**src/rtl/msc_pkg.sv**
```systemverilog
// msc_pkg: shared types and constants for the MIPS subset core.
// No dependencies; imported by every module of the core.
`timescale 1ns / 1ps
package msc_pkg;
    localparam int MEM_WORDS = 1024;
    localparam int AW        = $clog2(MEM_WORDS);
    localparam int PC_W      = 10;
    localparam int PW_W      = 11;

    // primary opcodes
    localparam logic [5:0] OP_RTYPE = 6'h00;
    localparam logic [5:0] OP_J     = 6'h02;
    localparam logic [5:0] OP_JAL   = 6'h03;
    localparam logic [5:0] OP_BEQ   = 6'h04;
    localparam logic [5:0] OP_BNE   = 6'h05;
    localparam logic [5:0] OP_BLEZ  = 6'h06;
    localparam logic [5:0] OP_BGTZ  = 6'h07;
    localparam logic [5:0] OP_ADDI  = 6'h08;
    localparam logic [5:0] OP_ADDIU = 6'h09;
    localparam logic [5:0] OP_SLTI  = 6'h0A;
    localparam logic [5:0] OP_SLTIU = 6'h0B;
    localparam logic [5:0] OP_ANDI  = 6'h0C;
    localparam logic [5:0] OP_ORI   = 6'h0D;
    localparam logic [5:0] OP_XORI  = 6'h0E;
    localparam logic [5:0] OP_LB    = 6'h20;
    localparam logic [5:0] OP_LW    = 6'h24;
    localparam logic [5:0] OP_SW    = 6'h28;
    localparam logic [5:0] OP_SH    = 6'h29;
    localparam logic [5:0] OP_SB    = 6'h2A;

    // R-type functs
    localparam logic [5:0] FN_SLL  = 6'h00;
    localparam logic [5:0] FN_SRL  = 6'h02;
    localparam logic [5:0] FN_SRA  = 6'h03;
    localparam logic [5:0] FN_JR   = 6'h08;
    localparam logic [5:0] FN_JALR = 6'h09;
    localparam logic [5:0] FN_MFHI = 6'h10;
    localparam logic [5:0] FN_MFLO = 6'h12;
    localparam logic [5:0] FN_MULT = 6'h18;
    localparam logic [5:0] FN_MULTU= 6'h19;
    localparam logic [5:0] FN_DIV  = 6'h1A;
    localparam logic [5:0] FN_DIVU = 6'h1B;
    localparam logic [5:0] FN_ADD  = 6'h20;
    localparam logic [5:0] FN_ADDU = 6'h21;
    localparam logic [5:0] FN_SUB  = 6'h22;
    localparam logic [5:0] FN_SUBU = 6'h23;
    localparam logic [5:0] FN_AND  = 6'h24;
    localparam logic [5:0] FN_OR   = 6'h25;
    localparam logic [5:0] FN_XOR  = 6'h26;
    localparam logic [5:0] FN_NOR  = 6'h27;

    localparam logic CMD_LOAD = 1'b0;
    localparam logic CMD_STEP = 1'b1;

    // controller -> datapath
    typedef struct packed {
        logic load_wr;    // write load word into memory
        logic fetch;      // read memory at pc
        logic decode;     // latch instruction, read registers
        logic execute;    // address calc for loads and stores
        logic mem_rd;     // data memory read
        logic commit;     // write back, build result
        logic md_start;   // start multiply/divide
        logic halt;       // build halted result
    } cmd_t;

    // datapath -> controller
    typedef struct packed {
        logic is_md;      // decoded op uses the multiply/divide unit
        logic is_load;    // decoded op reads data memory
        logic md_done;
    } status_t;

    typedef struct packed {
        logic [PC_W-1:0] next_pc;
        logic            reg_written;
        logic [4:0]      reg_index;
        logic [31:0]     reg_value;
        logic            mem_written;
        logic [PC_W-1:0] mem_index;
        logic [31:0]     mem_value;
        logic            unknown_op;
        logic            halted;
    } result_t;
endpackage

```
**src/rtl/msc_ctrl.sv**
```systemverilog
// msc_ctrl: sequencer for load, fetch, decode, execute, memory and commit.
// Depends on msc_pkg.
`timescale 1ns / 1ps
module msc_ctrl (
    input  logic             clk,
    input  logic             rst_n,
    input  logic             in_valid,
    input  logic             in_cmd,
    output logic             in_ready,
    input  logic             pc_done,
    input  msc_pkg::status_t status,
    output msc_pkg::cmd_t    cmd,
    output logic             out_valid,
    input  logic             out_ready
);
    import msc_pkg::*;

    typedef enum logic [2:0] {
        S_IDLE, S_FETCH, S_DECODE, S_EXEC, S_MEM, S_MD, S_COMMIT, S_MDWAIT
    } state_t;
    state_t state_reg, state_next;
    logic   ov_reg, ov_next;
    logic   accept;

    assign in_ready = (state_reg == S_IDLE) && !ov_reg;
    assign accept   = in_valid && in_ready;

    always_comb
    begin
        state_next = state_reg;
        ov_next    = ov_reg && !out_ready;
        cmd        = '0;
        case (state_reg)
            S_IDLE:
            begin
                if (accept)
                begin
                    if (in_cmd == CMD_LOAD)
                    begin
                        cmd.load_wr = 1'b1;
                        ov_next = 1'b1;
                    end
                    else if (pc_done)
                    begin
                        cmd.halt = 1'b1;
                        ov_next = 1'b1;
                    end
                    else
                        state_next = S_FETCH;
                end
            end
            S_FETCH:  begin cmd.fetch = 1'b1; state_next = S_DECODE; end
            S_DECODE: begin cmd.decode = 1'b1; state_next = S_EXEC; end
            S_EXEC:
            begin
                cmd.execute = 1'b1;
                if (status.is_md)
                begin
                    cmd.md_start = 1'b1;
                    state_next = S_MDWAIT;
                end
                else if (status.is_load)
                    state_next = S_MEM;
                else
                    state_next = S_COMMIT;
            end
            S_MEM:    begin cmd.mem_rd = 1'b1; state_next = S_MD; end
            S_MD:     state_next = S_COMMIT;   // read data now registered
            S_MDWAIT: if (status.md_done) state_next = S_COMMIT;
            S_COMMIT:
            begin
                cmd.commit = 1'b1;
                ov_next    = 1'b1;
                state_next = S_IDLE;
            end
            default: state_next = S_IDLE;
        endcase
    end

    always_ff @(posedge clk or negedge rst_n)
    begin
        if (!rst_n)
        begin
            state_reg <= S_IDLE;
            ov_reg    <= 1'b0;
        end
        else
        begin
            state_reg <= state_next;
            ov_reg    <= ov_next;
        end
    end

    assign out_valid = ov_reg;
endmodule

```
**config.mk**
```make
export PLATFORM = sky130hd
export DESIGN_NAME = msc_ctrl
export DESIGN_NICKNAME = d
export VERILOG_FILES = /design/src/rtl/msc_pkg.sv /design/src/rtl/msc_ctrl.sv
export SDC_FILE = /design/constraint.sdc
export NUM_CORES = 1
export LEC_CHECK = 0
export BUFFER_PORTS_ARGS = -buffer_cell sky130_fd_sc_hd__buf_2
export CORE_AREA = 10 10 47 49
export DETAILED_ROUTE_END_ITERATION = 8
export DIE_AREA = 0 0 57 59
export HOLD_SLACK_MARGIN = 0.08
export SLEW_MARGIN = 20
export SYNTH_ARGS = -nofsm -noshare
export SYNTH_HDL_FRONTEND = slang
export SYNTH_SLANG_ARGS = --single-unit
```
**constraint.sdc**
```tcl
create_clock -name clk -period 2.8 [get_ports clk]
set_clock_uncertainty 0.1 [all_clocks]
set_input_delay 0.7 -clock clk [delete_from_list [all_inputs] [get_ports clk]]
set_output_delay 0.7 -clock clk [all_outputs]
set_load 0.1 [all_outputs]
```
==> impl_results.md <==
- Distinct cells, synth: 22
- Nets: 64
- Slew HR: 67.3%
- Yosys reg bits: 4
- # diodes: 0
- Endpoint class of the critical path: primary output
- Pre-CTS worst setup slack: 0.558 ns
- Root buf cell: clkbuf_4
- Core Rows: 14
- Post-Syn Instances: 34
- Cts hold-fix bufs: 0
- Core Area: 1400 um^2
- DR WL/cell: 12.1 um
- Vias per cell: 4.50
- Final setup vio count: 0
- Die X: 57 um
- Max-slew violations: 0
- Max Freq: 0.403 GHz
- Outcome: completed
- DRT Wirelength: 847 um
- Most common cell after layout, fill and taps aside: buf_2
- Worst Max-Slew Pin Slew: 0.493 ns
- Post-synthesis instance area: 294 um^2
- Post-CTS Resized: 0
- Final Wtd Congestion: 0.778
- Chip height: 59 um
- Worst Slack Setup Final: 0.322 ns
- Final Cycle Share: 88.5%
- Starting density of the core: 21.0%
- Critical R2R Capture: out_valid
- Maxcap violations: 0
- Worst setup startpoint: state_reg[1]
- Most frequent cells in the layout: buf_2, inv_1, nand2_1, dfrtp_1, clkbuf_4
- Worst hold path class: input port to asynchronous set/reset pin
- Setup TNS: 0 ns
- Worst EP arrival: 1.68 ns
- Hold_ws: 0.155 ns
- Layout cells sized above 1: 57.4%
- Max FO, Critical Path: 12
- Worst R2R Path Depth: 3
- Area Overhead vs Synth: 49.8%
- Die ar.: 3360 um^2
- First-pass detailed-route iteration total: 2
- Initial antenna violation count: 0
- Critical Path End: cmd[0]
- Post-detail-place hpwl: 703 um
- Total number of vias: 315
- Postcts setup bufs: 0
- TritonCTS clock tree: done
- Clk sink count: 4
- PortBufs: 18
- Unrepaired setup endpoints after global routing: no
- Synth Warn #: 0
- Overall global routing resource usage: 5.16%
- Post-Syn Area per Cell: 8.65 um^2
- Vias in the first global route: 313
- Net count after synthesis: 43
- Critical path class: flop to primary output
- IO Pins: 19
- Clk slew on worst S/H paths: 0.04 ns
- Post-synthesis sequential area ratio: 34.0%
- Drc violations: 0
- Largest net degree at the start of global routing: 13
- CP required: 2.00 ns
- First-pass GRT wire length: 1370 um
- Final hold vios: 0
- Clock tree buffer depth: 2
- Total grt overflow: 0
- RR Startpoint: state_reg[1]
- Final Critical Period: 2.48 ns
- Startpoint Class: flop
- R2R Setup Slk: 1.54 ns
- Clock Latency Late Sink: 0.24 ns
- Final core occ: 31.4%
- Iter 0 DRT Violations: 5
- Number of buffers created by CTS: 3
- ANT nets after route: 0
- CTS HTree Levels: 1
stage by stage:
stage / std cells / cell area (um^2)
after floorplan: 34 / 320
after global placement: 66 / 414
after detailed placement: 66 / 414
after CTS: 70 / 440
after global routing: 70 / 440
final: 70 / 440
logic make-up after synthesis:
family	Yosys count	synth area share, %
AND/OR/NAND/NOR	17	40.4
buffers and inverters	5	9.36
AO/OA/AOI/OAI	7	12.8
multiplexers	1	3.40
flip-flops	4	34.0
area by class of cell:
cell class,instances,area (um^2)
multi-input cells,25,191
inverters,3,11.3
repair buffers,18,90.1
fillers,159,961
well taps,16,20.0
clock buffers,4,26.3
flip-flops and latches,4,101
worst max-delay path, stage by stage (launching register included):
cell     delay, ns
dfrtp_1       0.51
nor4_4        0.28
nand2_2       0.14
nor2_4        0.09
buf_2         0.43
cell usage after synthesis, drive strengths merged:
master | count | area share (%)
o21ai | 3 | 5.1
nor4 | 1 | 7.2
inv | 3 | 3.8
and2b | 1 | 3.0
and3b | 1 | 3.4
o22ai | 2 | 4.3
nor2 | 2 | 2.6
dfrtp | 4 | 34
and2 | 1 | 2.1
nand3b | 1 | 2.6
buf | 2 | 5.5
and3 | 2 | 4.7
nor3 | 2 | 3.4
nor2b | 1 | 2.1
mux2i | 1 | 3.4
a21oi | 2 | 3.4
nand2 | 4 | 6.0
nor4bb | 1 | 3.4
worst min-delay path by stage:
stage	from	endpoint	slack [ns]	cells past startpoint
floorplan	rst_n	asynchronous set/reset pin	0.30	0
global placement	rst_n	state_reg[1]	0.41	1
detailed placement	rst_n	asynchronous set/reset pin	0.41	1
CTS	rst_n	asynchronous set/reset pin	0.15	1
global route	rst_n	asynchronous set/reset pin	0.15	1
finish	rst_n	out_valid	0.16	1
metal layers:
layer  GRT usage [%]  part of all wire, %  up-vias
met4            4.03                    0        0
met5               0                    0        -
met1            5.02                   40      145
li1                -                    -      161
met3            3.00                   10        0
met2            7.91                   50        9
Power is not shown: default switching activity piles up to over one toggle a cycle in this logic, so the estimate is an artifact.
